`src/hdl/sbdc_pkg.sv`:
```
// Shared constants, types and the log2 interpolation table for the spectrum
// bin colour index pipeline. No dependencies.

package sbdc_pkg;

  localparam int PALETTE_SIZE_DEF  = 256;
  localparam int LOG_FRAC_BITS_DEF = 8;

  // Configuration port shape
  localparam int CFG_INDEX_W = 2;
  localparam int CFG_DATA_W  = 7;

  typedef enum logic [CFG_INDEX_W-1:0] {
    CFG_FFT_SIZE_LOG2   = 2'd0,
    CFG_INPUT_FRAC_BITS = 2'd1,
    CFG_FLOOR_DB        = 2'd2
  } cfg_index_t;

  localparam logic [4:0] FFT_SIZE_LOG2_RST   = 5'd10;
  localparam logic [4:0] INPUT_FRAC_BITS_RST = 5'd15;
  localparam logic [6:0] FLOOR_DB_RST        = 7'd60;

  // round(65536 * 10*log10(2))
  localparam int DB_PER_LOG2_Q16 = 197283;

  // Valid bit plus a flag that forces the index to zero
  typedef struct packed {
    logic vld;
    logic zero;
  } sbdc_ctl_t;

  // round(65536*log2(1+i/16)), i = 0..16
  function automatic logic [16:0] log2_tab(input logic [4:0] i);
    logic [16:0] v;
    case (i)
      5'd0:    v = 17'd0;
      5'd1:    v = 17'd5732;
      5'd2:    v = 17'd11136;
      5'd3:    v = 17'd16248;
      5'd4:    v = 17'd21098;
      5'd5:    v = 17'd25711;
      5'd6:    v = 17'd30109;
      5'd7:    v = 17'd34312;
      5'd8:    v = 17'd38336;
      5'd9:    v = 17'd42196;
      5'd10:   v = 17'd45904;
      5'd11:   v = 17'd49472;
      5'd12:   v = 17'd52911;
      5'd13:   v = 17'd56229;
      5'd14:   v = 17'd59434;
      5'd15:   v = 17'd62534;
      5'd16:   v = 17'd65536;
      default: v = 17'd0;
    endcase
    return v;
  endfunction

endpackage

```
`src/hdl/sbdc_power.sv`:
```
// Power stage pair: magnitude squares, then their 64-bit sum.
// Depends on sbdc_pkg.

module sbdc_power
  import sbdc_pkg::*;
(
  input  logic               clk,
  input  logic               rst_n,
  input  logic               in_valid,
  output logic               in_ready,
  input  logic signed [31:0] bin_real,
  input  logic signed [31:0] bin_imag,
  output logic               out_valid,
  input  logic               out_ready,
  output logic [63:0]        power
);

  logic [31:0] re_u, im_u, abs_re, abs_im;
  logic [63:0] sq_re_nxt, sq_im_nxt, power_nxt;
  logic [63:0] sq_re_r, sq_im_r, power_r;
  logic        v1_r, v2_r;
  logic        en1, en2;

  assign en2      = !v2_r || out_ready;
  assign en1      = !v1_r || en2;
  assign in_ready = en1;

  assign re_u   = bin_real;
  assign im_u   = bin_imag;
  assign abs_re = re_u[31] ? (~re_u + 32'd1) : re_u;
  assign abs_im = im_u[31] ? (~im_u + 32'd1) : im_u;

  assign sq_re_nxt = abs_re * abs_re;
  assign sq_im_nxt = abs_im * abs_im;
  assign power_nxt = sq_re_r + sq_im_r;

  always_ff @(posedge clk) begin
    if (!rst_n) begin
      v1_r <= 1'b0;
      v2_r <= 1'b0;
    end else begin
      if (en1) v1_r <= in_valid;
      if (en2) v2_r <= v1_r;
    end
  end

  always_ff @(posedge clk) begin
    if (en1 && in_valid) begin
      sq_re_r <= sq_re_nxt;
      sq_im_r <= sq_im_nxt;
    end
    if (en2 && v1_r) begin
      power_r <= power_nxt;
    end
  end

  assign out_valid = v2_r;
  assign power     = power_r;

endmodule

```
`config.mk`:
```
export PLATFORM = sky130hd
export DESIGN_NAME = sbdc_power
export DESIGN_NICKNAME = d
export VERILOG_FILES = /design/src/hdl/sbdc_pkg.sv /design/src/hdl/sbdc_power.sv
export SDC_FILE = /design/constraint.sdc
export NUM_CORES = 2
export LEC_CHECK = 0
export ABC_CLOCK_PERIOD_IN_PS = 15560
export BUFFER_PORTS_ARGS = -buffer_cell sky130_fd_sc_hd__buf_4
export CORE_UTILIZATION = 55
export DETAILED_ROUTE_END_ITERATION = 8
export GPL_TIMING_DRIVEN = 0
export PLACE_DENSITY = 0.81
export SLEW_MARGIN = 30
export SYNTH_ARGS = -nofsm -noshare
export SYNTH_HDL_FRONTEND = slang
export SYNTH_SLANG_ARGS = --single-unit
```
`constraint.sdc`:
```
create_clock -name clk -period 15.56 [get_ports clk]
set_input_delay 1.556 -clock clk [delete_from_list [all_inputs] [get_ports clk]]
set_output_delay 1.556 -clock clk [all_outputs]
set_load 0.01 [all_outputs]
```
* Word level (Yosys, flattened, before mapping)
Index checks and enable logic that the tools add are counted.
** Cells by class
- Add/sub/neg operators :: 3
- Multipliers :: 2
- Div/mod/pow operators :: 0
- Order comparisons :: 0
- Equal/unequal tests :: 0
- Shift-type cells :: 0
- Multiplexer cells :: 2
- Bitwise operators :: 2
- Reductions and logical operators :: 6
** Operator list (number)
- $mul A32 B32 Y64 :: 2
- $add A32 B1 Y32 const B :: 2
- $add A64 B64 Y64 :: 1
- $mux W32 :: 2
- $not A32 Y32 :: 2
- $logic_and A1 B1 Y1 :: 2
- $logic_not A1 Y1 :: 2
- $logic_or A1 B1 Y1 :: 2
** Storage, ports and cells
- Flip-flop bits (word level) :: 194
- Bits in latches :: 0
- RAM bits :: 0
- ROM bits :: 0
- Output and inout port bits :: 66
- Word-level logic and storage cells :: 20
- Memories kept :: 0

* Logic depth before layout (Yosys ltp)
- Depth in word-level cells :: 4
- Mapped depth :: 40

* Worst setup path before layout
OpenSTA, ideal clock, no wires.
- Kind :: input port to flip-flop
- Start point :: in bin_imag[10]
- End point :: reg sq_im_r[58] (data pin)
- Library setup time :: 265 ps
- Arrival time :: 11334 ps
- Required time :: 15295 ps
- Slack :: 3961 ps
- Stages on the path :: 35
- Path buffers :: 3
- Path through :: or4_4 or3_1 or4_1 or2_4 nor4_4 nand3_2 o21ai_1 xnor2_1 inv_2 buf_4 nor2_1 inv_1 fa_1 fa_1 fa_1 fa_1 inv_1 fa_1 fa_1 fa_1 inv_1 fa_1 inv_1 ha_1 clkbuf_1 and3_1 clkbuf_1 nand4_1 o21a_1 a211oi_1 o31ai_1 o31a_1 or2_2 o21ai_0 xor2_1
** Between the ends
- Word-level cells in the longest chain between the ends :: 4
** Ends and longest elaborated chain
- from (decl) :: RTL line sbdc_power.sv:12 : input logic signed [31:0] bin_imag,
- $not A32 Y32 :: RTL line sbdc_power.sv:31 : assign abs_im = im_u[31] ? (~im_u + 32'd1) : im_u;
- $add A32 B1 Y32 :: RTL line sbdc_power.sv:31
- $mux W32 * :: RTL line sbdc_power.sv:31
- $mul A32 B32 Y64 * :: RTL line sbdc_power.sv:34 : assign sq_im_nxt = abs_im * abs_im;
- via sq_im_nxt[58] :: RTL line sbdc_power.sv:19 : logic [63:0] sq_re_nxt, sq_im_nxt, power_nxt;
- to (signal assigned) :: RTL line sbdc_power.sv:50 : sq_im_r <= sq_im_nxt;
- to (decl) :: RTL line sbdc_power.sv:20 : logic [63:0] sq_re_r, sq_im_r, power_r;
The timed path passes the listed nets; every way through them passes the cells marked *.
A chain may end at the register's enable or synchronous reset.

* Worst setup path in the final report
- Start point :: in bin_imag[0]
- End point :: reg sq_im_r[58] (data pin)
Same word-level chain as after synthesis.

==> run metrics <==
Initial Utilization=0.554; Fin Setup TNS=0 ns; flop2flop setup slack=10.29 ns; Mapped Cells=7152; worst-case headroom to the max-slew limit=0.239; Hold-fix buffers, CTS=0; Routed Antenna Nets=0; die height=352 um; WP depth=38; CP Data Arrival Time=15.46 ns; DR top layer=met5; Overflow after GRT=0; Worst-Margin Slew=1.14 ns; Synth async-reset ratio=0; H-tree levels=4; failing checks=design-rule violations; via count=51030; # port buffers=131; CORE AREA=122000 um2; Synth top area share=0.473; min-delay worst type=register to register; DRT iter0 DRCs=4941; CP Launch Point=bin_imag[0]; last element of the critical path=sq_im_r[58]$_DFFE_PP_; CP Data Required Time=15.80 ns; status=finished, violations left; met3 wire len=24600 um; die area=124000 um2; Slew Viols, Final=0; Post-CTS Setup Bufs=0; critical path type=primary input to register; Worst Reg2Reg Path Length in Cells=11; Largest stage delay, worst path=0.78 ns; routability-driven placement congestion ratio=1.06; Clock Tree Root=clkbuf_16; met2 wire len=88700 um; top_reg_cell synth=edfxtp_1; Post-synth EDFFs=190; WL/cell=22.5 um; hold slack=0.547 ns; critical path fanouts, max=10; share of cells above drive strength 1=0.0424; Crit path top cell by count=fa_1; drt drc=2; RSZ-0062 raised after global routing=false; Buf/Inv on CP=13; initial antenna violation count=8; first-pass GRT wire length=315000 um; post-route cell area=72000 um2; worst-skew pair later-pin latency=0.51 ns; Mapped Area=67500 um2; YS warnings=0; vias in the first global route=55029; Final min period=15.22 ns; FP Rows=128; detailed placement HPWL=172000 um; delay-heaviest family, CP=adder cells; CP max-delay cell=nor3_1; CTS tree=yes; Reg clk slew, reported paths=0.08 ns; Placement Cell Area=71200 um2; Pre-Repair DR Iteration Count=8; final WL=203000 um; most common cell in the netlist=inv_1; Max Cap Viol=0; Top Ports=134; clk buf depth=3; die width=352 um; Via-to-Cell Ratio=5.67; RR Endpoint=power[62]$_DFFE_PP_; CTS buffer count=25; synth cell count leaders=inv_1 (2038), fa_1 (1593), ha_1 (626); top cells by area, synth=fa_1 (47%), ha_1 (12%), inv_1 (11%); Seq cells post-synth=192; Resized cells post-CTS=0; final worst-path cycle share=0.978; Layout Skew=0.0242 ns; total track usage=0.337; fmax=65.7 MHz; CP startpoint kind=primary input; wl on met1=76500 um; largest net degree at the start of global routing=49; fin nets=9658; Setup Viol. Count Final=0; register area share after synthesis=0.0852; Yosys cell types=83; Syn Area/Cell=9.43 um2; area leader, netlist=fa_1; CTS Sinks=192; Crit. End Element=register; Layout area overhead=6.67%; FF-to-FF Start=sq_re_r[5]$_DFFE_PP_; final hold vios=0
[state kept, by name, indices dropped and copies added, names as in the netlist]
name,cells
v1_r,1
sq_im_r,63
power,64
out_valid,1
sq_re_r,63
[worst reg2reg max path: cells and delay by family, from the launching register on]
family / cells / cell delay [ns]
AOI/OAI and AO/OA: 8 / 3.74
DFF: 1 / 0.51
adders and majority gates: 1 / 0.38
xor gates and xnor gates: 1 / 0.23
and+or+nand+nor: 1 / 0.19
[cell families (layout without fill, tap and decap cells)]
logic type / count (synthesis) / after routing / share of synthesized area
buffers and inverters: 2280 / 2459 / 0.128
adder cells (fa/ha/maj): 2219 / 2219 / 0.589
AND/OR/NAND/NOR: 1450 / 1450 / 0.0915
AO/OA/AOI/OAI: 706 / 706 / 0.0672
XOR/XNOR: 301 / 301 / 0.0394
flip-flops: 192 / 192 / 0.0852
other: 2 / 52 / 0.000111
multiplexers: 2 / 2 / 0.000334
[stage by stage]
stage / worst slack (ns) / utilization / cells
6_report: 0.344 / 0.591 / 9006
5_1_grt: 0.0703 / 0.591 / 9002
4_1_cts: 0.870 / 0.591 / 9002
3_5_place_dp: 0.372 / 0.585 / 8969
3_3_place_gp: -0.0252 / 0.580 / 8954
2_1_floorplan: 3.96 / - / 7198
[placed cells by master (no fill, tap or decap), types with 25 or more instances in the layout]
cell type  count
inv_1       2038
clkbuf_16     25
xnor2_1      158
nor2_1       589
a31oi_1       34
clkbuf_1     176
conb_1        48
fa_1        1593
a21o_1       143
o21bai_1      41
a21oi_1      221
xor2_1       105
nor2b_1       27
nand2_1      584
nand3_1       33
edfxtp_1     190
nor3_1        32
nand4_1       48
ha_1         626
buf_4        135
o21ai_0      121
[area by class of cell]
cell class                      instances  area, um2
Sequential cell                       192       5750
Timing Repair Buffer                  146       1220
Clock inverter                          7       93.8
Fill cell                           10390      49800
Antenna cell                            4       10.0
Inverter                             2063       7750
Tap cell                             1625       2030
Buffer                                217        878
Multi-Input combinational cell       4726      53600
Clock buffer                           26        629
[routing by layer]
metal | global-route usage | up-vias
li1 | - | 21699
met1 | 0.451 | 25676
met2 | 0.510 | 2944
met3 | 0.0915 | 707
met4 | 0.161 | 4
met5 | 0.00154 | -
[worst min path at each step]
stage	start	to	slack, ns	depth (start not counted)
after floorplan	v1_r$_SDFFE_PN0N_	out_valid$_SDFFE_PN0P_	0.48	1
final	sq_im_r[0]$_DFFE_PP_	power[0]$_DFFE_PP_	0.55	1
after CTS	sq_im_r[0]$_DFFE_PP_	power[0]$_DFFE_PP_	0.56	1
after global routing	sq_im_r[0]$_DFFE_PP_	power[0]$_DFFE_PP_	0.57	1
after global placement	v1_r$_SDFFE_PN0N_	out_valid$_SDFFE_PN0P_	0.50	1
after detailed placement	sq_im_r[0]$_DFFE_PP_	power[0]$_DFFE_PP_	0.53	1
Power is left out: the tool's default activity adds up to more than one toggle a clock period on the data nets, which glitch-free logic cannot reach.
