--- config.mk ---
export PLATFORM = sky130hd
export DESIGN_NAME = sbdc_db
export DESIGN_NICKNAME = d
export VERILOG_FILES = /design/src/hdl/sbdc_pkg.sv /design/src/hdl/sbdc_db.sv
export SDC_FILE = /design/constraint.sdc
export NUM_CORES = 1
export LEC_CHECK = 0
export BUFFER_PORTS_ARGS = -buffer_cell sky130_fd_sc_hd__buf_2
export CORE_UTILIZATION = 25
export CTS_CLUSTER_DIAMETER = 30
export DETAILED_ROUTE_END_ITERATION = 8
export PLACE_DENSITY = 0.51
export SYNTH_ARGS = -nofsm -noshare
export SYNTH_HDL_FRONTEND = slang
export SYNTH_SLANG_ARGS = --single-unit
--- constraint.sdc ---
create_clock -name clk -period 5.3 [get_ports clk]
set_clock_uncertainty 0.2 [all_clocks]
set_input_delay 0.795 -clock clk [delete_from_list [all_inputs] [get_ports clk]]
set_output_delay 0.795 -clock clk [all_outputs]
set_load 0.01 [all_outputs]
--- src/hdl/sbdc_pkg.sv ---
// Shared constants, types and the log2 interpolation table for the spectrum
// bin colour index pipeline. No dependencies.

package sbdc_pkg;

  localparam int PALETTE_SIZE_DEF  = 256;
  localparam int LOG_FRAC_BITS_DEF = 8;

  // Configuration port shape
  localparam int CFG_INDEX_W = 2;
  localparam int CFG_DATA_W  = 7;

  typedef enum logic [CFG_INDEX_W-1:0] {
    CFG_FFT_SIZE_LOG2   = 2'd0,
    CFG_INPUT_FRAC_BITS = 2'd1,
    CFG_FLOOR_DB        = 2'd2
  } cfg_index_t;

  localparam logic [4:0] FFT_SIZE_LOG2_RST   = 5'd10;
  localparam logic [4:0] INPUT_FRAC_BITS_RST = 5'd15;
  localparam logic [6:0] FLOOR_DB_RST        = 7'd60;

  // round(65536 * 10*log10(2))
  localparam int DB_PER_LOG2_Q16 = 197283;

  // Valid bit plus a flag that forces the index to zero
  typedef struct packed {
    logic vld;
    logic zero;
  } sbdc_ctl_t;

  // round(65536*log2(1+i/16)), i = 0..16
  function automatic logic [16:0] log2_tab(input logic [4:0] i);
    logic [16:0] v;
    case (i)
      5'd0:    v = 17'd0;
      5'd1:    v = 17'd5732;
      5'd2:    v = 17'd11136;
      5'd3:    v = 17'd16248;
      5'd4:    v = 17'd21098;
      5'd5:    v = 17'd25711;
      5'd6:    v = 17'd30109;
      5'd7:    v = 17'd34312;
      5'd8:    v = 17'd38336;
      5'd9:    v = 17'd42196;
      5'd10:   v = 17'd45904;
      5'd11:   v = 17'd49472;
      5'd12:   v = 17'd52911;
      5'd13:   v = 17'd56229;
      5'd14:   v = 17'd59434;
      5'd15:   v = 17'd62534;
      5'd16:   v = 17'd65536;
      default: v = 17'd0;
    endcase
    return v;
  endfunction

endpackage

--- src/hdl/sbdc_db.sv ---
// Decibel scaling, floor offset and colormap scaling, three stages.
// Depends on sbdc_pkg (dB constant, control struct).

module sbdc_db
  import sbdc_pkg::*;
#(
  parameter int LOG_FRAC_BITS = LOG_FRAC_BITS_DEF,
  parameter int PALETTE_SIZE  = PALETTE_SIZE_DEF
) (
  input  logic                                  clk,
  input  logic                                  rst_n,
  input  sbdc_ctl_t                             in_ctl,
  output logic                                  in_ready,
  input  logic signed [LOG_FRAC_BITS+8:0]       x,
  input  logic [6:0]                            floor_lvl,
  output sbdc_ctl_t                             out_ctl,
  input  logic                                  out_ready,
  output logic [$clog2(PALETTE_SIZE)+8:0]       q
);

  localparam int XW  = LOG_FRAC_BITS + 9;
  localparam int DW  = XW + 19;
  localparam int SW  = DW + 1;
  localparam int NW  = LOG_FRAC_BITS + 25;
  localparam int SH  = LOG_FRAC_BITS + 16;
  localparam int CW  = $clog2(PALETTE_SIZE);
  localparam int CSW = CW + 1;
  localparam int PW  = NW + CSW;
  localparam int QW  = CW + 9;

  localparam logic signed [18:0] DB_K = 19'(DB_PER_LOG2_Q16);
  localparam logic [CSW-1:0]     CS_K = CSW'(PALETTE_SIZE);

  logic                 en1, en2, en3;
  logic                 v1_r, v2_r, v3_r;
  logic                 z1_r, z2_r, z3_r;

  logic signed [DW-1:0] d_nxt, d_r;
  logic [SW-1:0]        den;
  logic signed [SW-1:0] num_nxt;
  logic                 kill_nxt;
  logic [NW-1:0]        num_r;
  logic [PW-1:0]        scaled;
  logic [QW-1:0]        q_r;

  assign en3      = !v3_r || out_ready;
  assign en2      = !v2_r || en3;
  assign en1      = !v1_r || en2;
  assign in_ready = en1;

  assign d_nxt = DB_K * x;

  // a non-positive level sits at or below the floor
  assign den      = SW'(floor_lvl) << SH;
  assign num_nxt  = $signed(den) + SW'(d_r);
  assign kill_nxt = z1_r || num_nxt[SW-1] || (num_nxt == '0);

  assign scaled = PW'(num_r) * PW'(CS_K);

  always_ff @(posedge clk) begin
    if (!rst_n) begin
      v1_r <= 1'b0;
      v2_r <= 1'b0;
      v3_r <= 1'b0;
    end else begin
      if (en1) v1_r <= in_ctl.vld;
      if (en2) v2_r <= v1_r;
      if (en3) v3_r <= v2_r;
    end
  end

  always_ff @(posedge clk) begin
    if (en1 && in_ctl.vld) begin
      d_r  <= d_nxt;
      z1_r <= in_ctl.zero;
    end
    if (en2 && v1_r) begin
      num_r <= num_nxt[NW-1:0];
      z2_r  <= kill_nxt;
    end
    if (en3 && v2_r) begin
      q_r  <= scaled[SH +: QW];
      z3_r <= z2_r;
    end
  end

  assign out_ctl.vld  = v3_r;
  assign out_ctl.zero = z3_r;
  assign q            = q_r;

endmodule

# After elaboration in Yosys (flattened, before gate mapping)
# Index checks and enable logic that the tools add are counted.
[totals]
reg_bits = 92
latch_bits = 0
ramBits = 0
romBits = 0
input_bits = 29
output_inout_bits = 20
word_cells = 23
memories = 0
[classes]
n_addsub = 1
n_mul = 1
n_div = 0
n_lt_le_gt_ge = 0
n_eq_ne = 0
shift = 0
muxes = 0
bitwise = 0
reduce_logical = 12
[ops]
columns = ["operator", "count"]
rows = [
  ["32-bit by 36-bit adder with 37-bit output", 1],
  ["37-bit logical NOT", 1],
  ["19-bit by 17-bit multiplier with 36-bit output, first input constant", 1],
  ["1-bit logical OR", 5],
  ["1-bit logical AND", 3],
  ["1-bit logical NOT", 3],
]

# Longest topological paths before layout
[logic_depth]
depth_word = 5
ltp_mapped = 21
mapped_depth_nobuf = 20

# Worst setup path after synthesis
# No wires, ideal clock.
[synth_path]
path_type = "input to register"
startpoint = "input port x[15]"
endpoint = "register d_r[29], data pin"
setup_time_ns = 0.260
arrival_time_ns = 5.097
setup_slack_ns = -0.257
cell_stages = 15
cell_sequence = "ha_1 inv_1 fa_1 fa_1 fa_1 fa_1 inv_1 fa_1 ha_1 nand2_1 o21ai_0 or3_1 o21a_1 a41oi_1 xnor2_1"
[synth_between]
elab_chain_cells = 1
[synth_rtl]
columns = ["item", "line_no", "text"]
rows = [
  ["from (decl)", "sbdc_db.sv:14", "input logic signed [LOG_FRAC_BITS+8:0] x,"],
  ["19-bit by 17-bit multiplier with 36-bit output", "sbdc_db.sv:51", "assign d_nxt = DB_K * x;"],
  ["via d_nxt[29]", "sbdc_db.sv:38", "logic signed [DW-1:0] d_nxt, d_r;"],
  ["to (signal assigned)", "sbdc_db.sv:74", "d_r <= d_nxt;"],
  ["to (decl)", "sbdc_db.sv:38", ""],
]
# The timed path passes the listed nets, and every way through them passes these cells.
# A chain may end at the register's enable or synchronous reset.

# Worst setup path after layout
[layout_path]
startpoint = "input port x[11]"
endpoint = "register d_r[28], data pin"
# The elaborated chain is that of the path after synthesis.

==> run_results.csv <==
group,metric,value,unit
yosys,ys.flop_type,"edfxtp_1",
yosys,synth_enable_flop_cells,73,
clock_network,cts_tree,"done",
clock_network,htreeDepth,3,
clock_network,cts-buffers-inserted,9,
yosys,syn_avg_cell_area,10.6,um2
worst_setup_path,endpoint_kind,"flop",
pwr,power.internal,3.36,mW
timing,finalCriticalPeriod,5.19,ns
job,maxCapViolCount,0,
worst_setup_path,cp_max_fo,5,
worst_setup_path,critPathKind,"primary input to flop",
yosys,synth_cells,751,
floorplanning,dieArea,32500,um2
worst_setup_path,path_buf_inv,3,
yosys,seq_area_frac_synth,28.3,%
global_route,met1_usage,16.3,%
pwr,clkPwrFrac,10.7,%
timing,timing.hold.ws,0.218,ns
pwr,net-switching-power,2.37,mW
timing,tightest_slew,0.580,ns
global_route,gr-total-overflow,0,
routing,drt_iter0_drc,260,
yosys,synthArstFlopShare,0,%
global_route,use_met3,1.05,%
worst_setup_path,cp_common_cell,"fa_2",
yosys,syn-cell-area,7950,um2
routing,ant_nets,0,
worst_setup_path,critPathSlowestCell,"fa_1",
worst_setup_path,path_cells,"buf_2 -> ha_4 -> inv_2 -> fa_2 -> fa_1 -> fa_1 -> fa_2 -> inv_2 -> fa_2 -> ha_4 -> and4_4 -> and3_4 -> nor3b_4 -> o21a_1 -> nor2b_4 -> nand3_2 -> o311ai_4",
cells_and_area,final_cell_mix,"inv_1 (159), ha_1 (155), buf_4 (114)",
worst_setup_path,crit_cells,17,
placement,place.gp.congestion,0.866,
yosys,yosys-top-cells-area,"edfxtp_1 (28%), ha_1 (27%), fa_1 (15%)",
floorplanning,rows,64,
clock_network,clock_sinks,76,
global_route,grt_max_degree,38,
routing,routedWlPerCell,13.5,um
routing,wl,17.7,mm
yosys,yosys_warnings,0,
clock_network,cts-root-buf,"clkbuf_16",
placement,place_area,9600,um2
yosys,ys_ff_latch,76,
global_route,grtUsageMet2,17.0,%
timing,fin_crit_sh,97.8,%
routing,vias_per_cell,4.15,
hold_path,hp-class,"flop to flop",
pwr,powerDensity,560,nW/um2
floorplanning,die_h,180,um
floorplanning,die_x,180,um
yosys,synth_top_cell_area_share,27.6,%
cells_and_area,num_antenna_cells,0,
timing,relSlewSlack,61.1,%
worst_setup_path,max_stage_delay,0.55,ns
timing,finalMaxSlewViolations,0,
timing,setup_violations,0,
pwr,p_leak,5.03,nW
worst_setup_path,reg2reg_depth,10,
global_route,top_usage_layer,"met2",
yosys,synth_cell_types,56,
yosys,yosys.area.top_type,"edfxtp_1",
floorplanning,initial_core_util,25.7,%
cells_and_area,finish.instance_area,10200,um2
timing,fmax,0.193,GHz
yosys,syn-num-nets,1010,
global_route,antenna_found_initial,0,
routing,via_count,5455,
clock_network,cts.reportedPaths.clkPinSlew,0.06,ns
cells_and_area,area_growth,28.5,%
pwr,max-vdd-ir-drop,0.000278,V
timing,finalHoldViolCount,0,
clock_network,ctsHoldBuffers,0,
cells_and_area,final_common_cell,"inv_1",
cells_and_area,final_nets,1173,
timing,tns,0,ns
floorplanning,core-area,30900,um2
timing,rsz0062_at_grt,"yes",
worst_setup_path,cp_data_required_time,5.15,ns
routing,drt-pass1-iter-count,4,
worst_setup_path,arrival,5.03,ns
placement,dp_hpwl,15.5,mm
worst_setup_path,crit_path_start_kind,"primary input",
global_route,grt_pass1_wl,28.6,mm
clock_network,clkLatencyLatePin,0.33,ns
global_route,first_global_vias,5467,
worst_setup_path,path_delay_family,"adder cells",
clock_network,clk_path_buf_depth,2,
pwr,p_comb_share,70.9,%
cells_and_area,fillers,3171,
routing,drc_errors,0,
pwr,p_seq_share,18.4,%
status,status,"completed",
pwr,switching_share,41.4,%
global_route,grt.total_usage,11.0,%
floorplanning,io_pins,49,
hold_path,min_path_cells,0,
placement,io_buffers,48,
cells_and_area,drive_gt1_share,26.7,%
## per-stage QoR
stage	total power, mW	cells	setup slack, ns	utilization [%]
after CTS	5.41	1312	-0.00847	32.2
after floorplan	3.37	751	0.00191	-
after global placement	4.70	1295	-0.362	31.1
after detailed placement	4.69	1295	-0.484	31.1
after global routing	6.25	1315	-0.0378	33.1
final	5.73	1315	0.114	33.1
## state kept, by name, summed over array words and instances, names as in the netlist
name and count:
z1_r 1, d_r 36, num_r 17, z2_r 1
q 17, v3_r 1, z3_r 1, v1_r 1
v2_r 1
## cell type report
type,count,area (um2),share of cell area (%)
Inverter,167,627,6.13
Sequential cell,76,2250,22.0
Tap cell,396,495,4.85
Timing Repair Buffer,162,1120,10.9
Multi-Input combinational cell,498,5430,53.1
Clock buffer,10,229,2.24
Clock inverter,6,72.6,0.710
## power by group through the flow
stage / registers [mW] / logic [mW] / clock network [mW]
after detailed placement: 1.07 / 3.62 / 0
after floorplan: 1.05 / 2.32 / 0
final: 1.06 / 4.06 / 0.610
after global placement: 1.07 / 3.63 / 0
after global routing: 1.07 / 4.53 / 0.649
after CTS: 1.06 / 3.72 / 0.631
## path summary, 6_finish.rpt
check,from,slack [ns],endpoint
setup / recovery,x[11],0.11,d_r[28]
hold / removal,num_r[24],0.22,q[8]
setup reg to reg,d_r[24],2.28,z2_r
hold reg to reg,num_r[24],0.22,q[8]
## cell usage after synthesis (all sizes together) (3+ instances only)
cell	count
fa	60
o21a	11
nand4	4
ha	170
xnor2	24
edfxtp	73
nor4	5
clkbuf	7
nor3	10
buf	3
mux2i	4
a211oi	5
inv	167
dfxtp	3
o211ai	7
a21oi	35
xor2	8
a31oi	6
o21bai	3
a21o	19
and4	3
a21boi	4
nor2b	9
nor2	27
and2	4
nand3	11
o21ai	26
nand2	16
## worst register-to-register path: stages (launching register included)
cell,delay [ns]
edfxtp_1,0.34
ha_1,0.19
inv_1,0.07
fa_1,0.49
inv_2,0.04
nor4_1,0.32
nand2_1,0.08
nor3_1,0.16
or4b_1,0.46
or4_1,0.41
o21ai_1,0.12
## what timing repair did
action / CTS / global route
gates resized for setup: 8 / 59
endpoints found under the setup margin: 7 / 17
setup buffers: 1 / 3
pin swaps: 2 / 40
## layer usage
| layer | share of wire (%) | wire length (um) |
|---|---|---|
| met2 | 44 | 7720 |
| met1 | 53 | 9430 |
| met4 | 1.2 | 212 |
| met5 | 0 | 0 |
| met3 | 1.9 | 344 |
## kinds of logic after synthesis
group           Yosys count  share of synthesized area, %
flops                    76                          28.3
mux                       4                         0.503
compound gates          133                          11.0
fa+ha+maj               230                          41.9
buf+inv                 177                          8.45
xor+xnor                 32                          3.52
simple gates             99                          6.31
Note: power is estimated with default switching activity, not from simulation.
