### config.mk
export PLATFORM = sky130hd
export DESIGN_NAME = sbdc_log2
export DESIGN_NICKNAME = d
export VERILOG_FILES = /design/src/hdl/sbdc_pkg.sv /design/src/hdl/sbdc_log2.sv
export SDC_FILE = /design/constraint.sdc
export NUM_CORES = 1
export LEC_CHECK = 0
export BUFFER_PORTS_ARGS = -buffer_cell sky130_fd_sc_hd__buf_2
export CAP_MARGIN = 20
export CORE_MARGIN = 1.5
export CORE_UTILIZATION = 55
export DETAILED_ROUTE_END_ITERATION = 10
export GPL_TIMING_DRIVEN = 0
export PLACE_DENSITY_LB_ADDON = 0.05
export SYNTH_ARGS = -nofsm -noshare
export SYNTH_HDL_FRONTEND = slang
export SYNTH_SLANG_ARGS = --single-unit
export TNS_END_PERCENT = 20
### constraint.sdc
create_clock -name clk -period 9.6 [get_ports clk]
set_input_delay 1.44 -clock clk [delete_from_list [all_inputs] [get_ports clk]]
set_output_delay 1.44 -clock clk [all_outputs]
set_load 0.05 [all_outputs]
### src/hdl/sbdc_pkg.sv
// Shared constants, types and the log2 interpolation table for the spectrum
// bin colour index pipeline. No dependencies.

package sbdc_pkg;

  localparam int PALETTE_SIZE_DEF  = 256;
  localparam int LOG_FRAC_BITS_DEF = 8;

  // Configuration port shape
  localparam int CFG_INDEX_W = 2;
  localparam int CFG_DATA_W  = 7;

  typedef enum logic [CFG_INDEX_W-1:0] {
    CFG_FFT_SIZE_LOG2   = 2'd0,
    CFG_INPUT_FRAC_BITS = 2'd1,
    CFG_FLOOR_DB        = 2'd2
  } cfg_index_t;

  localparam logic [4:0] FFT_SIZE_LOG2_RST   = 5'd10;
  localparam logic [4:0] INPUT_FRAC_BITS_RST = 5'd15;
  localparam logic [6:0] FLOOR_DB_RST        = 7'd60;

  // round(65536 * 10*log10(2))
  localparam int DB_PER_LOG2_Q16 = 197283;

  // Valid bit plus a flag that forces the index to zero
  typedef struct packed {
    logic vld;
    logic zero;
  } sbdc_ctl_t;

  // round(65536*log2(1+i/16)), i = 0..16
  function automatic logic [16:0] log2_tab(input logic [4:0] i);
    logic [16:0] v;
    case (i)
      5'd0:    v = 17'd0;
      5'd1:    v = 17'd5732;
      5'd2:    v = 17'd11136;
      5'd3:    v = 17'd16248;
      5'd4:    v = 17'd21098;
      5'd5:    v = 17'd25711;
      5'd6:    v = 17'd30109;
      5'd7:    v = 17'd34312;
      5'd8:    v = 17'd38336;
      5'd9:    v = 17'd42196;
      5'd10:   v = 17'd45904;
      5'd11:   v = 17'd49472;
      5'd12:   v = 17'd52911;
      5'd13:   v = 17'd56229;
      5'd14:   v = 17'd59434;
      5'd15:   v = 17'd62534;
      5'd16:   v = 17'd65536;
      default: v = 17'd0;
    endcase
    return v;
  endfunction

endpackage

### src/hdl/sbdc_log2.sv
// Fixed-point log2 of the bin power, less the reference level, in four stages.
// Depends on sbdc_pkg (interpolation table, control struct).

module sbdc_log2
  import sbdc_pkg::*;
#(
  parameter int LOG_FRAC_BITS = LOG_FRAC_BITS_DEF
) (
  input  logic                           clk,
  input  logic                           rst_n,
  input  logic                           in_valid,
  output logic                           in_ready,
  input  logic [63:0]                    power,
  input  logic signed [7:0]              ref_shift,
  output sbdc_ctl_t                      out_ctl,
  input  logic                           out_ready,
  output logic signed [LOG_FRAC_BITS+8:0] x
);

  logic        en1, en2, en3, en4;
  logic        v1_r, v2_r, v3_r, v4_r;
  logic        z1_r, z2_r, z3_r, z4_r;

  // coarse normalise by 16-bit chunks
  logic [1:0]  c_nxt, c_r;
  logic [63:0] n1_nxt, n1_r;

  // fine normalise inside the top chunk
  logic [3:0]  k;
  logic        found;
  logic [63:0] m;
  logic [19:0] mant_nxt, mant_r;
  logic [5:0]  e_nxt, e2_r, e3_r;

  // table interpolation
  logic [16:0] t_lo, t_hi, t_diff;
  logic [28:0] prod_nxt, prod_r;
  logic [15:0] t_lo_r;

  // fraction and reference
  logic [16:0]                       t_sum;
  logic [LOG_FRAC_BITS-1:0]          frac;
  logic signed [8:0]                 e_diff;
  logic signed [LOG_FRAC_BITS+8:0]   x_nxt, x_r;

  assign en4      = !v4_r || out_ready;
  assign en3      = !v3_r || en4;
  assign en2      = !v2_r || en3;
  assign en1      = !v1_r || en2;
  assign in_ready = en1;

  always_comb begin
    if (power[63:48] != 16'd0) begin
      c_nxt = 2'd0;
    end else if (power[47:32] != 16'd0) begin
      c_nxt = 2'd1;
    end else if (power[31:16] != 16'd0) begin
      c_nxt = 2'd2;
    end else begin
      c_nxt = 2'd3;
    end
  end
  assign n1_nxt = power << {c_nxt, 4'b0000};

  always_comb begin
    k     = 4'd0;
    found = 1'b0;
    for (int j = 0; j < 16; j++) begin
      if (!found && n1_r[63-j]) begin
        k     = 4'(j);
        found = 1'b1;
      end
    end
  end
  assign m        = n1_r << k;
  assign mant_nxt = m[62:43];
  assign e_nxt    = 6'd63 - {c_r, 4'b0000} - {2'b00, k};

  assign t_lo     = log2_tab({1'b0, mant_r[19:16]});
  assign t_hi     = log2_tab({1'b0, mant_r[19:16]} + 5'd1);
  assign t_diff   = t_hi - t_lo;
  assign prod_nxt = t_diff[12:0] * mant_r[15:0];

  assign t_sum  = {1'b0, t_lo_r} + 17'(prod_r[28:16]);
  assign frac   = t_sum[15 -: LOG_FRAC_BITS];
  assign e_diff = $signed({3'b000, e3_r}) - 9'(ref_shift);
  assign x_nxt  = $signed({e_diff, frac});

  always_ff @(posedge clk) begin
    if (!rst_n) begin
      v1_r <= 1'b0;
      v2_r <= 1'b0;
      v3_r <= 1'b0;
      v4_r <= 1'b0;
    end else begin
      if (en1) v1_r <= in_valid;
      if (en2) v2_r <= v1_r;
      if (en3) v3_r <= v2_r;
      if (en4) v4_r <= v3_r;
    end
  end

  always_ff @(posedge clk) begin
    if (en1 && in_valid) begin
      n1_r <= n1_nxt;
      c_r  <= c_nxt;
      z1_r <= (power == 64'd0);
    end
    if (en2 && v1_r) begin
      mant_r <= mant_nxt;
      e2_r   <= e_nxt;
      z2_r   <= z1_r;
    end
    if (en3 && v2_r) begin
      prod_r <= prod_nxt;
      t_lo_r <= t_lo[15:0];
      e3_r   <= e2_r;
      z3_r   <= z2_r;
    end
    if (en4 && v3_r) begin
      x_r  <= x_nxt;
      z4_r <= z3_r;
    end
  end

  assign out_ctl.vld  = v4_r;
  assign out_ctl.zero = z4_r;
  assign x            = x_r;

endmodule

# Word level (Yosys, flattened, before mapping)
# Memories as Yosys holds them, arrays and structs flattened. A register that Yosys moved wholly into a read port is not among the register bits.
# Cells that the tools add are included.
# totals
in_bits	76
register_bits	168
out_inout_bits	20
mem_bits_ro	800
elab_cells	107
memories	2
# op_classes
reduce_logical	46
n_mul	1
addsub	6
mux	34
n_shift	2
# mem_list
memory	words	word_bits	read_ports	rd_clocked_by_memory_dff	write_ports	line_no	source
(no name shown)	32	17	1	0	0	sbdc_pkg.sv:35	case (i)
(no name shown)	16	16	1	1	0	sbdc_pkg.sv:35	
# op_table
operator	n
zero test 64 bit	1
left shift 64 x 4 -> 63 bit	1
left shift 64 x 6 -> 64 bit	1
two-way mux 4 bit	15
nonzero test 16 bit	3
multiplier 13 x 16 -> 29 bit	1
logical AND 1 bit	19
zero test 1 bit	19
two-way mux 1 bit	17
adder 16 x 13 -> 16 bit	1
subtractor 13 bit	1
subtractor 7 x 8 -> 9 bit	1
subtractor 6 x 4 -> 6 bit	1
subtractor 6 bit, first input constant	1
adder 4 x 1 -> 5 bit, second input constant	1
logical OR 1 bit	4
two-way mux 2 bit	2

# Logic depth before layout (Yosys ltp)
# depth
ltp_word	48
ltp_mapped	39
depth_no_buf	35

# Least setup slack after synthesis
# OpenSTA, ideal clock, no wires.
# synth_timing
kind	reg2reg
from	register mant_r[16]
to	register prod_r[27], data pin
setup_ns	0.195
period_less_slack_ns	9.295
t_arrival_ns	9.100
required_ns	9.405
path_slack_ns	0.305
path_stages_with_launch	32
path_buffers	1
path_cell_list	edfxtp_1 -> ha_1 -> xor2_1 -> a21o_1 -> a21oi_1 -> o21bai_1 -> a221oi_1 -> ha_1 -> o21ai_0 -> a21boi_0 -> o21ai_0 -> a21boi_0 -> o21ai_0 -> a21oi_1 -> o41ai_1 -> clkbuf_1 -> mux2i_1 -> fa_1 -> fa_1 -> fa_1 -> fa_1 -> fa_1 -> ha_1 -> a21oi_1 -> nand2_1 -> a21oi_1 -> o32ai_1 -> o311ai_0 -> a21boi_0 -> a41o_1 -> or4b_2 -> o311ai_0
# synth_via
elab_chain_len	4
# synth_lines
element	line_no	source
start, declared	sbdc_log2.sv:32	logic [19:0] mant_nxt, mant_r;
start signal, assigned	sbdc_log2.sv:110	mant_r <= mant_nxt;
adder 4 x 1 -> 5 bit	sbdc_log2.sv:80	assign t_hi = log2_tab({1'b0, mant_r[19:16]} + 5'd1);
memory read (32 x 17 bit)	-	
subtractor 13 bit	sbdc_log2.sv:81	assign t_diff = t_hi - t_lo;
multiplier 13 x 16 -> 29 bit	sbdc_log2.sv:82	assign prod_nxt = t_diff[12:0] * mant_r[15:0];
named net prod_nxt[27]	sbdc_log2.sv:37	logic [28:0] prod_nxt, prod_r;
end signal, assigned	sbdc_log2.sv:115	prod_r <= prod_nxt;
end, declared	sbdc_log2.sv:37	
# The timed path passes the listed nets, and every way through them passes these cells.
# A chain may end at the register's enable or synchronous reset.

# Final worst setup path
# Same ends and word-level chain as after synthesis.

==> results.cfg <==
[detailed_routing]
wire_per_inst_um = 18.6
route.vias.total = 12300
dr.pass1.iters = 7
ant_nets = 0
drc = 0
via_per_inst = 5.68
drtIter0Drc = 899
wl_um = 40400

[sta]
fin_tns_setup_ns = 0
slew_viol_final = 0
timing_hold_violations_final = 0
setup_viol = 0
skew_ns = 0.0147
period_needed_ns = 9.37
worst_pin_slew_ns = 0.879
finalCritPeriodShare = 0.976
max_slew_margin = 0.411
whs_ns = 0.409
clock.fmax_mhz = 107

[die]
core_mm2 = 0.0272
die_area_mm2 = 0.0289
floorplan.initialDensity = 0.565
pin_count = 96
die_y_um = 170
rows = 60
die_w_um = 170

[final_layout]
drive_gt1_frac = 0.134
area_delta_synth_final_pct = 13.5
fillers = 2417
final_cell_area_mm2 = 0.0174
final_common_cell = inv_1
mostFrequentLayoutCells = inv_1 (231), nand2_1 (209), fa_1 (155)
n_antenna_cell = 0
fin_nets = 2129
final_cells = 2167

[yosys]
async_reset_ff_frac = 0
synth_fp_nets = 1999
synth.distinct_cells = 78
syn-cell-area_mm2 = 0.0153
avgSynthCellArea_um2 = 9.29
synth_warnings = 0
synth.area.top_cells = edfxtp_1 (23%), fa_1 (20%), ha_1 (9.5%)
synth_edf_count = 120
synthCells = 1652
yosysTopAreaCellShare = 0.235
ys.flop_type = edfxtp_1
ys_ff_latch = 140
ys_seq_area_frac = 0.261
synth.largest_area_cell = edfxtp_1

[setup_path]
cp-end-kind = flip-flop
cp_max_fo = 10
cp_common_cell = fa_1
cp_slowest_cell = or4b_2
arrival_ns = 9.55
worst_ep_required_time_ns = 9.78
critPathKind = reg2reg
crit_path_max_incr_delay_ns = 0.61
critical_path.startpoint_type = flip-flop

[clocking]
cts_buffer_depth = 2
clk_pin_slew_worst_paths_ns = 0.07
h-tree-depth = 4
insertion_delay_ns = 0.42
cts.sinks = 140
root_buffer = clkbuf_16
tritoncts = built
cts-buffers-inserted = 17

[placed_design]
place_congestion = 0.966
dp_hpwl_um = 32200
dp.cells = 2123
place_area_mm2 = 0.0164
portBuffers = 95

[global_routing]
grt_pass1_wl_um = 65000
grt_pass1_vias = 12000
grt_antenna_before_repair = 1
grt_max_degree = 35
grt_use_total = 0.295
grt-ovfl-total = 0

[hold_path]
hold_class = reg2reg

[run_status]
outcome = finished clean

[job]
cap_violations = 0
==> worst max-delay path: cells and delay by family (launching register included) <==
kind	cells	cell delay (ns)
AND/OR/NAND/NOR	3	0.97
adder cells (fa/ha/maj)	8	3.38
buffers and inverters	5	0.76
flip-flops	1	0.52
AO/OA/AOI/OAI	16	3.24
multiplexers	1	0.28
==> metrics by stage <==
| step | utilization | setup WS [ns] |
|---|---|---|
| final | 0.641 | 0.234 |
| after global routing | 0.641 | -0.0534 |
| after CTS | 0.631 | 0.0320 |
| after detailed placement | 0.603 | -1.67 |
| after global placement | 0.599 | -1.93 |
| after floorplan | - | 0.305 |
==> registers in the layout (all words and copies together), names as in the netlist, 2 cells and up <==
| name | cells |
|---|---|
| t_lo_r | 16 |
| n1_r | 36 |
| mant_r | 20 |
| e3_r | 6 |
| c_r | 2 |
| x | 17 |
| e2_r | 6 |
| t_lo | 16 |
| prod_r | 13 |
==> cell families after synthesis <==
logic type / Yosys count / synth area share
DFF: 140 / 0.261
buffers and inverters: 319 / 0.0815
adders and majority gates: 271 / 0.297
and+or+nand+nor: 528 / 0.163
xor gates and xnor gates: 34 / 0.0194
AOI/OAI and AO/OA: 288 / 0.129
muxes: 72 / 0.0488
==> cells in the mapped netlist, types with 4 or more instances <==
| cell type | instances |
|---|---|
| inv_1 | 232 |
| nand2_1 | 210 |
| fa_1 | 155 |
| edfxtp_1 | 120 |
| ha_1 | 116 |
| nor2_1 | 104 |
| clkbuf_1 | 68 |
| a21oi_1 | 61 |
| mux2i_1 | 58 |
| o21ai_0 | 54 |
| nand2b_1 | 44 |
| nor2b_1 | 37 |
| and2_1 | 36 |
| a22oi_1 | 21 |
| xnor2_1 | 21 |
| dfxtp_1 | 20 |
| nor3_1 | 20 |
| nor4_1 | 20 |
| and3_1 | 19 |
| nand3_1 | 19 |
| a211oi_1 | 18 |
| a21o_1 | 17 |
| mux2_2 | 13 |
| xor2_1 | 13 |
| o21bai_1 | 12 |
| o21a_1 | 10 |
| o22ai_1 | 9 |
| a21boi_0 | 8 |
| o211ai_1 | 8 |
| a31oi_1 | 7 |
| buf_1 | 7 |
| o311ai_0 | 7 |
| a22o_1 | 6 |
| a221o_1 | 4 |
| a311oi_1 | 4 |
| buf_6 | 4 |
| or4_1 | 4 |
==> layer usage <==
layer	share of wire	wire (µm)	GRT usage
met5	0	0	0
met4	0.020	809	0.0796
met3	0.086	3480	0.0670
met2	0.45	18100	0.458
met1	0.45	18000	0.415
==> what timing repair did <==
item                                    CTS  global route
hold buffers                              0             0
endpoints found under the setup margin   13             9
gates resized for setup                  46            46
hold endpoints to repair                  0             0
gates cloned                              0             0
pin swaps                                 5            12
buffers inserted                          3            13
==> layout make-up <==
cell class | count | area (µm²) | area share
clock inverter | 14 | 156 | 0.00898
timing repair buffer | 115 | 673 | 0.0386
tap | 372 | 465 | 0.0267
sequential | 140 | 4000 | 0.230
inverter | 235 | 885 | 0.0508
buffer | 80 | 385 | 0.0221
clock buffer | 18 | 429 | 0.0246
multi-input combinational | 1193 | 10400 | 0.598
==> path summary, 6_finish.rpt <==
kind	from	endpoint	slack, ns	cells after the start
min	t_lo[13]$_DFF_P_	t_lo_r[13]$_DFFE_PP_	0.41	0
max reg2reg	mant_r[16]$_DFFE_PP_	prod_r[27]$_DFFE_PP_	0.23	33
min reg2reg	t_lo[13]$_DFF_P_	t_lo_r[13]$_DFFE_PP_	0.41	0
max	mant_r[16]$_DFFE_PP_	prod_r[27]$_DFFE_PP_	0.23	33
Power is not shown: default switching activity piles up to over one toggle a cycle in this logic, so the estimate is an artifact.
